File: src/hw/rtl/sndw_pkg.sv
`timescale 1ns / 1ps
`default_nettype none

package sndw_pkg;

   // Widths of the transfer fields.
   localparam int VALUE_W = 32;
   localparam int ADDR_W  = 4;
   localparam int CODE_W  = 4;

   // Decimal digits needed for the magnitude of any 32-bit signed number.
   localparam int BCD_DIGITS = 10;
   localparam int BCD_W      = BCD_DIGITS * CODE_W;
   localparam int BIT_CNT_W  = $clog2(VALUE_W);

   // Display codes and register numbers.
   localparam logic [CODE_W-1:0] CODE_BLANK      = 4'hF;
   localparam logic [CODE_W-1:0] CODE_MINUS      = 4'hA;
   localparam logic [CODE_W-1:0] CODE_ZERO       = 4'h0;
   localparam logic [ADDR_W-1:0] FIRST_DIGIT_REG = 4'h1;

   // Digit count register.
   localparam int                MAX_DIGITS_DEFAULT = 8;
   localparam logic [ADDR_W-1:0] DIGIT_COUNT_RESET  = 4'd8;

   // Sequencer to converter.
   typedef struct packed {
      logic               start;
      logic [VALUE_W-1:0] mag;
   } conv_req_type;

   // Converter to sequencer: done stays high until the next start.
   typedef struct packed {
      logic             done;
      logic [BCD_W-1:0] bcd;
   } conv_rsp_type;

endpackage

`default_nettype wire

File: src/hw/rtl/sndw_if.sv
`timescale 1ns / 1ps
`default_nettype none

// Number channel.
interface sndw_req_if;
   logic                                valid;
   logic                                ready;
   logic signed [sndw_pkg::VALUE_W-1:0] value;

   modport source (output valid, output value, input ready);
   modport sink (input valid, input value, output ready);
endinterface

// Register write channel towards the display driver.
interface sndw_rsp_if;
   logic                         valid;
   logic                         ready;
   logic [sndw_pkg::ADDR_W-1:0]  reg_addr;
   logic [sndw_pkg::CODE_W-1:0]  reg_data;
   logic                         last;

   modport source (output valid, output reg_addr, output reg_data, output last, input ready);
   modport sink (input valid, input reg_addr, input reg_data, input last, output ready);
endinterface

// Digit count register write channel.
interface sndw_csr_if;
   logic                         valid;
   logic                         ready;
   logic [sndw_pkg::ADDR_W-1:0]  digit_count;

   modport source (output valid, output digit_count, input ready);
   modport sink (input valid, input digit_count, output ready);
endinterface

`default_nettype wire

File: src/hw/rtl/sndw_bcd_conv.sv
`timescale 1ns / 1ps
`default_nettype none

// Bit-serial binary to BCD converter (shift and add three), one bit per cycle.
module sndw_bcd_conv (
   input  wire                     clock,
   input  wire                     reset,
   input  sndw_pkg::conv_req_type  conv_req,
   output sndw_pkg::conv_rsp_type  conv_rsp
);

   logic [sndw_pkg::VALUE_W-1:0]   bin_ff, bin_in;
   logic [sndw_pkg::BCD_W-1:0]     bcd_ff, bcd_in;
   logic [sndw_pkg::BIT_CNT_W-1:0] cnt_ff, cnt_in;
   logic                           busy_ff, busy_in;
   logic                           done_ff, done_in;
   logic [sndw_pkg::BCD_W-1:0]     adjusted;

   // Add three to every digit of five or more before the next shift.
   always_comb begin
      for (int i = 0; i < sndw_pkg::BCD_DIGITS; i++) begin
         if (bcd_ff[i*sndw_pkg::CODE_W +: sndw_pkg::CODE_W] >= 4'd5) begin
            adjusted[i*sndw_pkg::CODE_W +: sndw_pkg::CODE_W] =
               bcd_ff[i*sndw_pkg::CODE_W +: sndw_pkg::CODE_W] + 4'd3;
         end else begin
            adjusted[i*sndw_pkg::CODE_W +: sndw_pkg::CODE_W] =
               bcd_ff[i*sndw_pkg::CODE_W +: sndw_pkg::CODE_W];
         end
      end
   end

   // Next state: load on start, otherwise shift one binary bit into the digits.
   always_comb begin
      bin_in  = bin_ff;
      bcd_in  = bcd_ff;
      cnt_in  = cnt_ff;
      busy_in = busy_ff;
      done_in = done_ff;
      if (conv_req.start) begin
         bin_in  = conv_req.mag;
         bcd_in  = '0;
         cnt_in  = '0;
         busy_in = 1'b1;
         done_in = 1'b0;
      end else if (busy_ff) begin
         bin_in = {bin_ff[sndw_pkg::VALUE_W-2:0], 1'b0};
         bcd_in = {adjusted[sndw_pkg::BCD_W-2:0], bin_ff[sndw_pkg::VALUE_W-1]};
         cnt_in = cnt_ff + 1'b1;
         if (cnt_ff == sndw_pkg::BIT_CNT_W'(sndw_pkg::VALUE_W - 1)) begin
            busy_in = 1'b0;
            done_in = 1'b1;
         end
      end
   end

   always_ff @(posedge clock) begin
      if (reset) begin
         busy_ff <= 1'b0;
         done_ff <= 1'b0;
         cnt_ff  <= '0;
      end else begin
         busy_ff <= busy_in;
         done_ff <= done_in;
         cnt_ff  <= cnt_in;
      end
      bin_ff <= bin_in;
      bcd_ff <= bcd_in;
   end

   assign conv_rsp.done = done_ff;
   assign conv_rsp.bcd  = bcd_ff;

`ifndef SYNTHESIS
   // A result is never reported while bits are still being shifted in.
   a_done_not_busy: assert property (@(posedge clock) disable iff (reset)
      done_ff |-> !busy_ff)
      else $error("converter reports done while busy");

   // Every conversion takes the full word width of shifts.
   a_done_after_last_bit: assert property (@(posedge clock) disable iff (reset)
      $rose(done_ff) |-> $past(cnt_ff) == sndw_pkg::BIT_CNT_W'(sndw_pkg::VALUE_W - 1))
      else $error("converter finished early");

   // The top and bottom digits of the result are decimal digits.
   a_digits_decimal: assert property (@(posedge clock) disable iff (reset)
      $rose(done_ff) |-> (bcd_ff[sndw_pkg::BCD_W-1 -: sndw_pkg::CODE_W] <= 4'd9)
                         && (bcd_ff[sndw_pkg::CODE_W-1:0] <= 4'd9))
      else $error("converter produced a digit above nine");
`endif

endmodule

`default_nettype wire

File: src/hw/rtl/sndw_seq.sv
`timescale 1ns / 1ps
`default_nettype none

// Write sequencer: blanks the display, then sends digits and sign one nibble a cycle while the output is not stalled.
module sndw_seq #(
   parameter int MAX_DIGITS = sndw_pkg::MAX_DIGITS_DEFAULT
) (
   input  wire                            clock,
   input  wire                            reset,
   input  wire [sndw_pkg::ADDR_W-1:0]     digit_count,
   sndw_req_if.sink                       req_port,
   sndw_rsp_if.source                     rsp_port,
   output sndw_pkg::conv_req_type         conv_req,
   input  sndw_pkg::conv_rsp_type         conv_rsp
);

   localparam logic [sndw_pkg::ADDR_W-1:0] MaxCount = sndw_pkg::ADDR_W'(MAX_DIGITS);

   typedef enum logic [2:0] {
      ST_IDLE,
      ST_BLANK,
      ST_WAIT,
      ST_DIGIT,
      ST_SIGN
   } state_type;

   state_type                     state_ff, state_in;
   logic [sndw_pkg::ADDR_W-1:0]   reg_ff, reg_in;
   logic                          neg_ff, neg_in;
   logic                          zero_ff, zero_in;
   logic [sndw_pkg::BCD_W-1:0]    bcd_ff, bcd_in;
   logic                          rsp_valid_ff, rsp_valid_in;
   logic [sndw_pkg::ADDR_W-1:0]   rsp_addr_ff, rsp_addr_in;
   logic [sndw_pkg::CODE_W-1:0]   rsp_data_ff, rsp_data_in;
   logic                          rsp_last_ff, rsp_last_in;

   logic [sndw_pkg::ADDR_W-1:0]   eff_count;
   logic [sndw_pkg::VALUE_W-1:0]  raw;
   logic                          accept;
   logic                          advance;
   logic                          rest_zero;
   logic                          sign_fits;
   logic                          final_digit;

   // Digit count in use: zero counts as one, large values saturate.
   always_comb begin
      if (digit_count == '0) begin
         eff_count = sndw_pkg::FIRST_DIGIT_REG;
      end else if (digit_count > MaxCount) begin
         eff_count = MaxCount;
      end else begin
         eff_count = digit_count;
      end
   end

   assign raw     = req_port.value;
   assign accept  = req_port.valid && (state_ff == ST_IDLE);
   assign advance = !rsp_valid_ff || rsp_port.ready;

   // Magnitude of the number goes to the converter with the start pulse.
   assign conv_req.start = accept;
   assign conv_req.mag   = raw[sndw_pkg::VALUE_W-1] ? (sndw_pkg::VALUE_W'(0) - raw) : raw;

   // Decisions for the digit now at the bottom of the shift register.
   assign rest_zero   = (bcd_ff[sndw_pkg::BCD_W-1:sndw_pkg::CODE_W] == '0);
   assign sign_fits   = neg_ff && (reg_ff < eff_count);
   assign final_digit = (reg_ff == eff_count) || (rest_zero && !sign_fits);

   // Next state and next output transfer.
   always_comb begin
      state_in     = state_ff;
      reg_in       = reg_ff;
      neg_in       = neg_ff;
      zero_in      = zero_ff;
      bcd_in       = bcd_ff;
      rsp_valid_in = rsp_valid_ff;
      rsp_addr_in  = rsp_addr_ff;
      rsp_data_in  = rsp_data_ff;
      rsp_last_in  = rsp_last_ff;
      if (advance) begin
         rsp_valid_in = 1'b0;
      end
      unique case (state_ff)
         ST_IDLE: begin
            if (accept) begin
               reg_in   = eff_count;
               neg_in   = raw[sndw_pkg::VALUE_W-1];
               zero_in  = (raw == '0);
               state_in = ST_BLANK;
            end
         end
         ST_BLANK: begin
            if (advance) begin
               rsp_valid_in = 1'b1;
               rsp_addr_in  = reg_ff;
               rsp_data_in  = sndw_pkg::CODE_BLANK;
               rsp_last_in  = 1'b0;
               if (reg_ff == sndw_pkg::FIRST_DIGIT_REG) begin
                  state_in = ST_WAIT;
               end else begin
                  reg_in = reg_ff - 1'b1;
               end
            end
         end
         ST_WAIT: begin
            if (conv_rsp.done) begin
               bcd_in   = conv_rsp.bcd;
               reg_in   = sndw_pkg::FIRST_DIGIT_REG;
               state_in = ST_DIGIT;
            end
         end
         ST_DIGIT: begin
            if (advance) begin
               rsp_valid_in = 1'b1;
               rsp_addr_in  = reg_ff;
               if (zero_ff) begin
                  rsp_data_in = sndw_pkg::CODE_ZERO;
                  rsp_last_in = 1'b1;
                  state_in    = ST_IDLE;
               end else begin
                  rsp_data_in = bcd_ff[sndw_pkg::CODE_W-1:0];
                  rsp_last_in = final_digit;
                  reg_in      = reg_ff + 1'b1;
                  bcd_in      = {sndw_pkg::CODE_W'(0), bcd_ff[sndw_pkg::BCD_W-1:sndw_pkg::CODE_W]};
                  if (final_digit) begin
                     state_in = ST_IDLE;
                  end else if (rest_zero) begin
                     state_in = ST_SIGN;
                  end
               end
            end
         end
         ST_SIGN: begin
            if (advance) begin
               rsp_valid_in = 1'b1;
               rsp_addr_in  = reg_ff;
               rsp_data_in  = sndw_pkg::CODE_MINUS;
               rsp_last_in  = 1'b1;
               state_in     = ST_IDLE;
            end
         end
         default: begin
            state_in = ST_IDLE;
         end
      endcase
   end

   always_ff @(posedge clock) begin
      if (reset) begin
         state_ff     <= ST_IDLE;
         rsp_valid_ff <= 1'b0;
      end else begin
         state_ff     <= state_in;
         rsp_valid_ff <= rsp_valid_in;
      end
      reg_ff      <= reg_in;
      neg_ff      <= neg_in;
      zero_ff     <= zero_in;
      bcd_ff      <= bcd_in;
      rsp_addr_ff <= rsp_addr_in;
      rsp_data_ff <= rsp_data_in;
      rsp_last_ff <= rsp_last_in;
   end

   assign req_port.ready    = (state_ff == ST_IDLE);
   assign rsp_port.valid    = rsp_valid_ff;
   assign rsp_port.reg_addr = rsp_addr_ff;
   assign rsp_port.reg_data = rsp_data_ff;
   assign rsp_port.last     = rsp_last_ff;

`ifndef SYNTHESIS
   // Every write lands in a digit register that is in use.
   a_addr_in_range: assert property (@(posedge clock) disable iff (reset)
      rsp_valid_ff |-> (rsp_addr_ff >= sndw_pkg::FIRST_DIGIT_REG) && (rsp_addr_ff <= eff_count))
      else $error("register write outside the digit count");

   // A blanking write never closes a run.
   a_blank_not_last: assert property (@(posedge clock) disable iff (reset)
      rsp_valid_ff && (rsp_data_ff == sndw_pkg::CODE_BLANK) |-> !rsp_last_ff)
      else $error("blank write marked as last");

   // The sign is only sent for a negative number.
   a_sign_negative: assert property (@(posedge clock) disable iff (reset)
      (state_ff == ST_SIGN) |-> neg_ff)
      else $error("minus sign for a non-negative number");

   // The converter only returns all-zero digits for a zero input.
   a_nonzero_digits: assert property (@(posedge clock) disable iff (reset)
      (state_ff == ST_WAIT) && conv_rsp.done |-> (conv_rsp.bcd != '0) || zero_ff)
      else $error("zero digits for a nonzero number");
`endif

endmodule

`default_nettype wire

File: src/hw/rtl/signed_number_digit_writer.sv
`timescale 1ns / 1ps
`default_nettype none

// Order: the first blanking write is registered once the number is taken and blanking starts;
// the first digit write follows a load, 32 one-bit shifts and a hand-over to the digit state.
// Blanking runs while the converter shifts, so it adds nothing unless the output stalls.
// Flow: one number at a time; the next is taken once the last digit or sign write of the
// number before it is queued.
// Reset: synchronous, active high; the digit count returns to 8, nothing is pending.
module signed_number_digit_writer #(
   parameter int MAX_DIGITS = sndw_pkg::MAX_DIGITS_DEFAULT
) (
   input  wire          clock,
   input  wire          reset,
   sndw_req_if.sink     req_port,
   sndw_rsp_if.source   rsp_port,
   sndw_csr_if.sink     csr_port
);

   logic [sndw_pkg::ADDR_W-1:0] digit_count_ff, digit_count_in;
   sndw_pkg::conv_req_type      conv_req;
   sndw_pkg::conv_rsp_type      conv_rsp;

   // Digit count register, written by any transfer on the register channel.
   assign csr_port.ready = 1'b1;

   always_comb begin
      digit_count_in = digit_count_ff;
      if (csr_port.valid) begin
         digit_count_in = csr_port.digit_count;
      end
   end

   always_ff @(posedge clock) begin
      if (reset) begin
         digit_count_ff <= sndw_pkg::DIGIT_COUNT_RESET;
      end else begin
         digit_count_ff <= digit_count_in;
      end
   end

   sndw_bcd_conv u_conv (
      .clock    (clock),
      .reset    (reset),
      .conv_req (conv_req),
      .conv_rsp (conv_rsp)
   );

   sndw_seq #(
      .MAX_DIGITS (MAX_DIGITS)
   ) u_seq (
      .clock       (clock),
      .reset       (reset),
      .digit_count (digit_count_ff),
      .req_port    (req_port),
      .rsp_port    (rsp_port),
      .conv_req    (conv_req),
      .conv_rsp    (conv_rsp)
   );

endmodule

`default_nettype wire
File: src/flat_wrapper.sv
// flat-port wrapper written by rule: the top's interface ports become plain ports
module signed_number_digit_writer_flat 
#(
   parameter int MAX_DIGITS = sndw_pkg::MAX_DIGITS_DEFAULT
)
  (clock, reset, req_port_valid, req_port_value, req_port_ready, rsp_port_valid, rsp_port_reg_addr, rsp_port_reg_data, rsp_port_last, rsp_port_ready, csr_port_valid, csr_port_digit_count, csr_port_ready);
  sndw_req_if req_port_i ();
  sndw_rsp_if rsp_port_i ();
  sndw_csr_if csr_port_i ();
  input  wire clock;
  input  wire reset;
  input wire logic [$bits(req_port_i.valid)-1:0] req_port_valid;
  input wire logic [$bits(req_port_i.value)-1:0] req_port_value;
  output wire logic [$bits(req_port_i.ready)-1:0] req_port_ready;
  output wire logic [$bits(rsp_port_i.valid)-1:0] rsp_port_valid;
  output wire logic [$bits(rsp_port_i.reg_addr)-1:0] rsp_port_reg_addr;
  output wire logic [$bits(rsp_port_i.reg_data)-1:0] rsp_port_reg_data;
  output wire logic [$bits(rsp_port_i.last)-1:0] rsp_port_last;
  input wire logic [$bits(rsp_port_i.ready)-1:0] rsp_port_ready;
  input wire logic [$bits(csr_port_i.valid)-1:0] csr_port_valid;
  input wire logic [$bits(csr_port_i.digit_count)-1:0] csr_port_digit_count;
  output wire logic [$bits(csr_port_i.ready)-1:0] csr_port_ready;
  assign req_port_i.valid = req_port_valid;
  assign req_port_i.value = req_port_value;
  assign req_port_ready = req_port_i.ready;
  assign rsp_port_valid = rsp_port_i.valid;
  assign rsp_port_reg_addr = rsp_port_i.reg_addr;
  assign rsp_port_reg_data = rsp_port_i.reg_data;
  assign rsp_port_last = rsp_port_i.last;
  assign rsp_port_i.ready = rsp_port_ready;
  assign csr_port_i.valid = csr_port_valid;
  assign csr_port_i.digit_count = csr_port_digit_count;
  assign csr_port_ready = csr_port_i.ready;
  signed_number_digit_writer #(.MAX_DIGITS(MAX_DIGITS)) u_core (.clock(clock), .reset(reset), .req_port(req_port_i), .rsp_port(rsp_port_i), .csr_port(csr_port_i));
endmodule
File: config.mk
export PLATFORM = sky130hd
export DESIGN_NAME = signed_number_digit_writer_flat
export DESIGN_NICKNAME = d
export VERILOG_FILES = /design/src/hw/rtl/sndw_pkg.sv /design/src/hw/rtl/sndw_if.sv /design/src/hw/rtl/sndw_bcd_conv.sv /design/src/hw/rtl/sndw_seq.sv /design/src/hw/rtl/signed_number_digit_writer.sv /design/src/flat_wrapper.sv
export SDC_FILE = /design/constraint.sdc
export NUM_CORES = 1
export LEC_CHECK = 0
export BUFFER_PORTS_ARGS = -buffer_cell sky130_fd_sc_hd__buf_2
export CAP_MARGIN = 20
export CORE_ASPECT_RATIO = 1.75
export CORE_MARGIN = 10
export CORE_UTILIZATION = 40
export DETAILED_ROUTE_END_ITERATION = 6
export GPL_TIMING_DRIVEN = 0
export PLACE_DENSITY = 0.68
export SETUP_SLACK_MARGIN = 0.02
export SLEW_MARGIN = 40
export SYNTH_ARGS = -nofsm -noshare
export SYNTH_HDL_FRONTEND = slang
export SYNTH_SLANG_ARGS = --single-unit
File: constraint.sdc
create_clock -name clock -period 11.6 [get_ports clock]
set_clock_uncertainty 0.15 [all_clocks]
set_input_delay 0.58 -clock clock [delete_from_list [all_inputs] [get_ports clock]]
set_output_delay 0.58 -clock clock [all_outputs]
set_load 0.05 [all_outputs]
==> impl_results.md, run 1 <==
- DR pass1 iterations: 4
- CP max stage cell: nor3b_2
- Most common cell after layout, fill and taps aside: nand2_1
- YS warnings: 0
- WL final: 16700 um
- CTS Buffer Depth: 2
- Total core area: 0.0180 mm^2
- Antenna diode count: 0
- Setup crit end kind: flip-flop
- Final-report hold violation count: 0
- Reg2Reg Setup Slack: 8650 ps
- CP bufs+invs: 6
- Top_reg_cell synth: edfxtp_1
- CP max FO: 10
- Seq/Total Area, Yosys: 51.0%
- Final setup fails: 0
- Ys async rst share: 0%
- Number of unique standard cell types used by synthesis: 47
- Crit Path Class: reg -> reg
- Worst Hold Class: in -> reg
- Synth Instances: 775
- Min-Delay Endpoint: u_core.digit_count_ff[3]$_SDFFE_PP1P_
- Setup TNS: 0 ps
- Worst EP required: 11580 ps
- Initial Util: 40.5%
- R2r startpoint: u_core.u_seq.state_ff[1]$_SDFFE_PP0P_
- Post-CTS Setup Inserts: 0
- Area grow syn2layout: 16.2%
- EDFF count, synth: 87
- Final antenna-violating net count: 0
- Layout cells sized above 1: 10.9%
- GRT Util Overall: 14.2%
- Clk_lat worst skew: 420 ps
- WL per Instance: 15.2 um
- Peak supply drop: 0.102 mV
- CTS tree: built
- Pwr Density: 156 mW/mm^2
- Rel. slew slack: 49.5%
- Layout fillers: 1741
- Cts repair resizes: 0
- Worst Reg-to-Reg Cells: 7
- Via/cell ratio: 5.18
- Worst reg2reg endpoint: u_core.u_seq.bcd_ff[31]$_DFFE_PP_
- Io pins: 53
- CTS buffer count: 17
- Standard-cell rows: 65
- CP Launch Type: flip-flop
- Tcrit/Tclk final: 25.4%
- Overall die height: 199 um
- Critical path arrival: 2930 ps
- First-pass GRT wire length: 27800 um
- IO buf count: 49
- Die area: 0.0242 mm^2
- Fin crit period: 2950 ps
- RSZ-0062 raised after global routing: false
- Most frequent cells in the layout: nand2_1 (142), edfxtp_1 (87), o21ai_0 (86), nor2_1 (65), dfxtp_1 (55)
- Gpl congestion: 0.870
- Clock transition at the registers of the reported paths: 60 ps
- Root buffer cell: clkbuf_16
- Post-Syn Area: 0.00729 mm^2
- DR vias: 5678
- Synthesized area per cell: 9.40 um^2
- Number of global-route vias before repair: 5813
- Max-cap viol count: 0
- Initial antenna violation count: 0
- GRT overflow: 0
- Critical path's largest stage delay: 540 ps
- Clock sink count: 142
- Status: completed
- Crit-path cells: clkbuf_1 > buf_1 > nor3b_2 > buf_4 > buf_2 > buf_2 > buf_4
- H-Tree Depth: 4
- Post-Syn Nets: 846
- Post-CTS Hold Buffers: 0
- Fin util: 47.1%
- Peak Freq: 0.339 GHz
- Crit-path leading delay family: buffers and inverters
- Initial DRC count: 224
- HP Start: csr_port_digit_count[3]
- DR DRC count: 0
- Final max-slew violation count: 0
- Leakage: 3.15 nW
- DIE WIDTH: 122 um
- DP Wirelength: 12600 um
- Final net count: 920
- Largest net degree at the start of global routing: 33
- Hold path cells: 3
- Yosys reg bits: 142
- Worst slew pin tran: 755 ps
==> tightest hold or removal path, delay by kind of cell <==
kind | cells | cell delay [ps]
buf+inv | 1 | 70
compound gates | 1 | 70
simple gates | 1 | 40
==> metal layers <==
metal | routed length, um | part of all wire, % | GRT usage [%] | vias to the layer above
li1 | - | - | - | 2875
met1 | 6680 | 40 | 14.4 | 2686
met2 | 9170 | 55 | 27.1 | 85
met3 | 442 | 2.7 | 2.70 | 32
met4 | 369 | 2.2 | 6.25 | 0
met5 | 0 | 0 | 0 | -
==> logic make-up after synthesis <==
family,after synthesis,share of synthesized area [%]
flops,142,51.0
other cells,1,0.0515
buf+inv,67,3.50
simple gates,290,18.1
compound gates,178,13.8
fa+ha+maj,30,5.15
mux,22,3.02
xor+xnor,45,5.41
==> cell type report <==
type	count	area (um^2)	area share (%)
flip-flops and latches	142	3710	43.9
inverters	30	113	1.33
clock buffers	21	450	5.32
repair buffers	55	289	3.41
plain buffers	37	143	1.68
clock inverters	11	141	1.67
multi-input cells	566	3320	39.3
well taps	234	293	3.46
==> registers in the layout, indices dropped and copies added (netlist names), named ones only <==
signal	cells
u_core.digit_count_ff	4
u_core.u_conv.bcd_ff	40
u_core.u_conv.bin_ff	32
u_core.u_conv.busy_ff	1
u_core.u_conv.cnt_ff	5
u_core.u_conv.done_ff	1
u_core.u_seq.bcd_ff	40
u_core.u_seq.neg_ff	1
u_core.u_seq.reg_ff	4
u_core.u_seq.rsp_port.last	1
u_core.u_seq.rsp_port.reg_addr	4
u_core.u_seq.rsp_port.reg_data	4
u_core.u_seq.state_ff	3
u_core.u_seq.zero_ff	1
==> Yosys cell counts, types with 2 or more instances <==
library cell / number / area, um^2
or3_1: 3 / 18.8
nor2b_1: 5 / 31.3
or4_4: 3 / 33.8
o31ai_1: 12 / 90.1
o22ai_1: 3 / 18.8
or4_1: 3 / 22.5
o211ai_1: 4 / 30.0
a21oi_1: 49 / 245
nand2b_1: 13 / 81.3
ha_1: 30 / 375
xnor2_1: 13 / 114
nand2_1: 143 / 537
buf_1: 3 / 11.3
nor3b_1: 7 / 52.6
nor4_1: 11 / 68.8
inv_1: 29 / 109
nor3_1: 9 / 45.0
nand4_1: 4 / 25.0
a21o_1: 2 / 15.0
o41ai_1: 5 / 43.8
nand3_1: 15 / 75.1
mux2i_1: 22 / 220
edfxtp_1: 87 / 2610
nor2_1: 65 / 244
o21a_1: 2 / 15.0
a31oi_1: 2 / 12.5
o21ai_0: 86 / 430
xor2_1: 32 / 280
and2_1: 3 / 18.8
a211oi_1: 7 / 52.6
clkbuf_1: 33 / 124
dfxtp_1: 55 / 1100
==> how the worst max path moves through the flow <==
stage                                                     start                           endpoint  slack, ps  cells after the start
after floorplan           u_core.u_seq.state_ff[1]$_SDFFE_PP0P_   u_core.u_seq.bcd_ff[0]$_DFFE_PP_       7120                      3
after global placement    u_core.u_seq.state_ff[1]$_SDFFE_PP0P_  u_core.u_seq.bcd_ff[26]$_DFFE_PP_       5750                      3
after detailed placement                     req_port_value[23]     u_core.u_seq.zero_ff$_DFFE_PP_       8520                      5
after CTS                 u_core.u_seq.state_ff[1]$_SDFFE_PP0P_  u_core.u_seq.bcd_ff[26]$_DFFE_PP_       8620                      7
after global routing      u_core.u_seq.state_ff[1]$_SDFFE_PP0P_  u_core.u_seq.bcd_ff[26]$_DFFE_PP_       8400                      7
final                     u_core.u_seq.state_ff[1]$_SDFFE_PP0P_  u_core.u_seq.bcd_ff[31]$_DFFE_PP_       8650                      7
==> through the flow <==
step                      setup WS (ps)  hold WS [ps]  std cells  cell area, um^2  total power, mW
after floorplan                    7120           290        775             7290            0.728
after global placement             5750           310       1058             7820            0.776
after detailed placement           8520           322       1064             7880            0.781
after CTS                          8620           222       1096             8470             1.33
after global routing               8400           233       1096             8470             1.37
final                              8650           232       1096             8470             1.32
==> power by group <==
| group | switching (mW) | leakage [nW] | internal [mW] | total [mW] |
|---|---|---|---|---|
| Clock | 0.207 | 0.284 | 0.342 | 0.549 |
| Combinational | 0.107 | 1.60 | 0.0615 | 0.168 |
| Sequential | 0.0210 | 1.27 | 0.581 | 0.602 |
(Power assumes the default switching activity.)
==> run 2: changes to the inputs <==
clock period = 2.8 ns   (was 11.6 ns; I/O delays follow)
==> run 2 against run 1 <==
Net effect:
- non-clock buffer count grew 43
- clock-buffer cell count fell by 4
- register-to-register slack lost 8300 ps
- sequential share of layout area down 2.4 points
- clock power grew to 4.3 times the previous value
- critical path type is now in -> reg
- largest power group unchanged
==> impl_results.md, run 2 (same netlist as run 1, synthesis figures left out) <==
- Worst slew pin tran: 731 ps
- DIE WIDTH: 122 um
- Root buffer cell: clkbuf_16
- Clock transition at the registers of the reported paths: 60 ps
- Antenna diode count: 0
- GRT Util Overall: 15.0%
- Die area: 0.0242 mm^2
- DR pass1 iterations: 5
- Gpl congestion: 0.872
- Setup crit end kind: flip-flop
- Critical path arrival: 2730 ps
- CP Launch Type: input port
- H-Tree Depth: 4
- Layout cells sized above 1: 12.0%
- Rel. slew slack: 51.3%
- Clock sink count: 142
- GRT overflow: 0
- IO buf count: 49
- DR DRC count: 0
- Peak Freq: 0.367 GHz
- Status: completed
- First-pass GRT wire length: 29100 um
- Final setup fails: 0
- Tcrit/Tclk final: 97.3%
- Worst hold slack: 16.1 ps
- Initial DRC count: 223
- Clk_lat worst skew: 420 ps
- Standard-cell rows: 65
- CTS buffer count: 17
- Final-report hold violation count: 0
- Final net count: 963
- DP Wirelength: 12700 um
- Most frequent cells in the layout: nand2_1 (142), edfxtp_1 (87), o21ai_0 (86), nor2_1 (65), dfxtp_1 (55)
- WL final: 17600 um
- Pwr Density: 627 mW/mm^2
- Largest registers: u_core.u_conv.bcd_ff: 40 flops, u_core.u_seq.bcd_ff: 40 flops, u_core.u_conv.bin_ff: 32 flops
- Via/cell ratio: 5.23
- Fin crit period: 2730 ps
- Total core area: 0.0180 mm^2
- CTS Buffer Depth: 2
- Largest net degree at the start of global routing: 33
- Most common cell after layout, fill and taps aside: nand2_1
- Peak supply drop: 0.434 mV
- Leakage: 3.37 nW
- Worst Hold Class: in -> reg
- Final max-slew violation count: 0
- Overall die height: 199 um
- Initial Util: 40.5%
- Area grow syn2layout: 23.0%
- Setup TNS: 0 ps
- Number of global-route vias before repair: 6006
- Io pins: 53
- CTS tree: built
- CP max FO: 4
- RSZ-0062 raised after global routing: false
- Worst EP required: 2810 ps
- DR vias: 5955
- Initial antenna violation count: 0
- Max-cap viol count: 0
- Final antenna-violating net count: 0
- Crit Path Class: in -> reg
- WL per Instance: 15.4 um
-- run 2: cell types whose count changed in the layout (fill, tap and decap cells not counted), sizes merged --
| cell | change |
|---|---|
| clkinvlp | +1 |
| buf | +3 |
| inv | +1 |
| bufinv | +1 |
| clkinv | +1 |
| clkbuf | -3 |
| dlygate4sd3 | +39 |
-- run 2: critical path: stages --
cell           delay (ps)
dlygate4sd3_1         540
buf_2                 150
or4_4                 540
or4_4                 460
or4_4                 450
nor4_1                450
-- run 2: path summary, 6_finish.rpt --
| path | from | endpoint | slack, ps | depth (start not counted) |
|---|---|---|---|---|
| worst max-delay path | req_port_value[22] | u_core.u_seq.zero_ff$_DFFE_PP_ | 70 | 6 |
| worst min-delay path | req_port_value[11] | u_core.u_conv.bin_ff[11]$_DFFE_PP_ | 20 | 3 |
| worst max register to register | u_core.u_seq.state_ff[0]$_SDFFE_PP0P_ | u_core.u_seq.bcd_ff[14]$_DFFE_PP_ | 300 | 7 |
| worst min register to register | u_core.u_conv.bcd_ff[39]$_SDFFE_PP0P_ | u_core.u_conv.bcd_ff[39]$_SDFFE_PP0P_ | 340 | 2 |
-- run 2: stage by stage --
stage / worst slack, ps / instance area (um^2) / instances / power (mW) / util, %
6_report: 74.5 / 8960 / 1139 / 5.62 / 49.9
5_1_grt: 35.0 / 8960 / 1139 / 5.86 / 49.9
4_1_cts: 50.3 / 8880 / 1132 / 5.64 / 49.4
3_5_place_dp: -119 / 7870 / 1061 / 3.24 / 43.8
3_3_place_gp: -356 / 7840 / 1058 / 3.21 / 43.6
2_1_floorplan: 119 / 7300 / 775 / 3.02 / -
-- run 2: metal layers --
metal	global-route usage (%)	wire, um	vias up
li1	-	-	2956
met1	15.6	6890	2829
met2	27.2	9560	128
met3	2.87	534	42
met4	8.47	605	0
met5	0	0	-
-- run 2: area by class of cell --
| type | count | area [um^2] |
|---|---|---|
| Inverter | 30 | 113 |
| Tap cell | 234 | 293 |
| Clock inverter | 15 | 195 |
| Timing Repair Buffer | 98 | 714 |
| Multi-Input combinational cell | 566 | 3360 |
| Sequential cell | 142 | 3710 |
| Fill cell | 1657 | 9010 |
| Clock buffer | 17 | 425 |
| Buffer | 37 | 149 |
-- run 2: timing repair --
item | CTS | global route
resized for setup | 1 | 10
buffers inserted | 0 | 7
hold buffers | 39 | 0
hold endpoints to repair | 34 | 0
setup endpoints to repair | 32 | 68
pin swaps | 0 | 1
-- run 2: report_power, final --
part / total (mW) / switching (mW) / internal (mW) / leakage [nW]
Sequential: 2.50 / 0.0895 / 2.41 / 1.27
Combinational: 0.752 / 0.458 / 0.294 / 1.81
Clock: 2.37 / 0.887 / 1.49 / 0.294
==> run 3: changes to the inputs <==
PLACE_DENSITY = 0.62   (was 0.68)
==> run 3 against run 2 <==
Net effect:
- fmax increased by 6.5%
- clock power fell by 3%
- sequential share of layout area up 0.26 points
- largest cell class unchanged
- final cell count decreased by 0.35%
- sequential cell count did not move
- combinational power about the same
- core utilization decreased by 0.31 points
- worst hold slack got worse by 9.6 ps
- worst setup slack improved by 170 ps
- first-iteration DRC count up 44%
- total power down 1.5%
- final area decreased by 0.61%
==> impl_results.md, run 3 (same netlist as run 1, synthesis figures left out) <==
- Initial Util: 40.5%
- Area of the multi-input gates: 0.00336 mm^2
- Pwr Density: 621 mW/mm^2
- Crit-path cells: clkbuf_1 > clkbuf_2 > nor3b_4 > buf_4 > buf_4 > buf_4 > buf_6
- Most common cell after layout, fill and taps aside: nand2_1
- Via/cell ratio: 5.17
- Worst hold slack: 6.51 ps
- CP max FO: 12
- Number of global-route vias before repair: 5949
- GRT overflow: 0
- Clock transition at the registers of the reported paths: 60 ps
- Die area: 0.0242 mm^2
- Reg2Reg Setup Slack: 240 ps
- First-pass GRT wire length: 28500 um
- CTS buffer count: 17
- H-Tree Depth: 4
- Critical path arrival: 2540 ps
- Most frequent cells in the layout: nand2_1 (142), edfxtp_1 (87), o21ai_0 (86), nor2_1 (65), dfxtp_1 (55)
- Power Total: 5.53 mW
- Critical path's largest stage delay: 340 ps
- Standard-cell rows: 65
- CTS tree: built
- Largest registers: u_core.u_conv.bcd_ff: 40 flops, u_core.u_seq.bcd_ff: 40 flops, u_core.u_conv.bin_ff: 32 flops
- WL per Instance: 15.3 um
- Crit Path Class: reg -> reg
- Clock sink count: 142
- RSZ-0062 raised after global routing: false
- Final max-slew violation count: 0
- Setup crit end kind: flip-flop
- Peak supply drop: 0.374 mV
- Max-cap viol count: 0
- Initial DRC count: 322
- Rel. slew slack: 51.4%
- Io pins: 53
- Most used cell, CP: buf_4
- DR pass1 iterations: 4
- Area grow syn2layout: 22.2%
- Post-route cell area: 0.00891 mm^2
- DR vias: 5871
- Overall die height: 199 um
- Worst slew pin tran: 728 ps
- Root buffer cell: clkbuf_16
- Crit-path leading delay family: buffers and inverters
- Largest net degree at the start of global routing: 33
- IO buf count: 49
- Register area: 0.00371 mm^2
- Total core area: 0.0180 mm^2
- Leakage: 3.34 nW
- Tcrit/Tclk final: 91.4%
- Final setup fails: 0
- CTS Buffer Depth: 2
- Area after DPL: 0.00788 mm^2
- CP Launch Type: flip-flop
- Clk_lat worst skew: 420 ps
- Antenna diode count: 0
- WL final: 17300 um
- Final net count: 959
- CP max stage cell: clkbuf_1
- DR DRC count: 0
- Final antenna-violating net count: 0
- Initial antenna violation count: 0
- Setup TNS: 0 ps
- Worst Hold Class: in -> reg
- GRT Util Overall: 14.6%
- Gpl congestion: 0.825
- Layout fillers: 1684
- Fin crit period: 2560 ps
- DIE WIDTH: 122 um
- CP bufs+invs: 6
- Peak Freq: 0.391 GHz
- DP Wirelength: 12800 um
- Layout cells sized above 1: 11.3%
- Worst EP required: 2780 ps
- Final-report hold violation count: 0
- Status: completed
## run 3: through the flow
stage / cells / util [%] / worst slack (ps)
after global routing: 1135 / 49.6 / 97.2
after floorplan: 775 / - / 119
after CTS: 1134 / 49.4 / 53.9
final: 1135 / 49.6 / 242
after global placement: 1058 / 43.6 / -400
after detailed placement: 1062 / 43.8 / -185
## run 3: final timing paths
| kind | start | endpoint | cells past startpoint |
|---|---|---|---|
| max | u_core.u_seq.state_ff[1]$_SDFFE_PP0P_ | u_core.u_seq.bcd_ff[28]$_DFFE_PP_ | 7 |
| min | req_port_value[11] | u_core.u_conv.bin_ff[11]$_DFFE_PP_ | 3 |
| max reg2reg | u_core.u_seq.state_ff[1]$_SDFFE_PP0P_ | u_core.u_seq.bcd_ff[28]$_DFFE_PP_ | 7 |
| min reg2reg | u_core.u_conv.bcd_ff[39]$_SDFFE_PP0P_ | u_core.u_conv.bcd_ff[39]$_SDFFE_PP0P_ | 2 |
## run 3: power breakdown
part           switching, mW  internal, mW  total [mW]  leakage (nW)
sequential            0.0873          2.41        2.49          1.27
combinational          0.455         0.293       0.749          1.79
clock                  0.867          1.42        2.29         0.278
## run 3: final cells by class
cell class / count / share of cell area [%]
Timing Repair Buffer: 94 / 7.71
Inverter: 30 / 1.26
Buffer: 37 / 1.70
Multi-Input combinational cell: 566 / 37.7
Sequential cell: 142 / 41.7
Clock inverter: 10 / 1.56
Tap cell: 234 / 3.29
Clock buffer: 22 / 5.10
## run 3: repair_timing
| item | CTS | global route |
|---|---|---|
| pin swaps | 0 | 1 |
| buffers inserted | 0 | 1 |
| hold endpoints to repair | 35 | 0 |
| gates cloned | 0 | 0 |
| endpoints found under the setup margin | 32 | 59 |
| resized for setup | 1 | 12 |
| hold buffers | 40 | 0 |
## run 3: per-layer routing
| layer | track usage, % | wire length (um) | up-vias | share of wire, % |
|---|---|---|---|---|
| met1 | 15.5 | 7040 | 2785 | 41 |
| met2 | 27.4 | 9390 | 109 | 54 |
| met5 | 0 | 0 | - | 0 |
| met3 | 2.58 | 576 | 24 | 3.3 |
| li1 | - | - | 2953 | - |
| met4 | 6.08 | 327 | 0 | 1.9 |
## run 3: worst reg2reg max path, delay by kind of cell, from the launching register on
family	cells	cell delay (ps)
buffers and inverters	6	1500
AND/OR/NAND/NOR	1	310
flip-flops	1	300
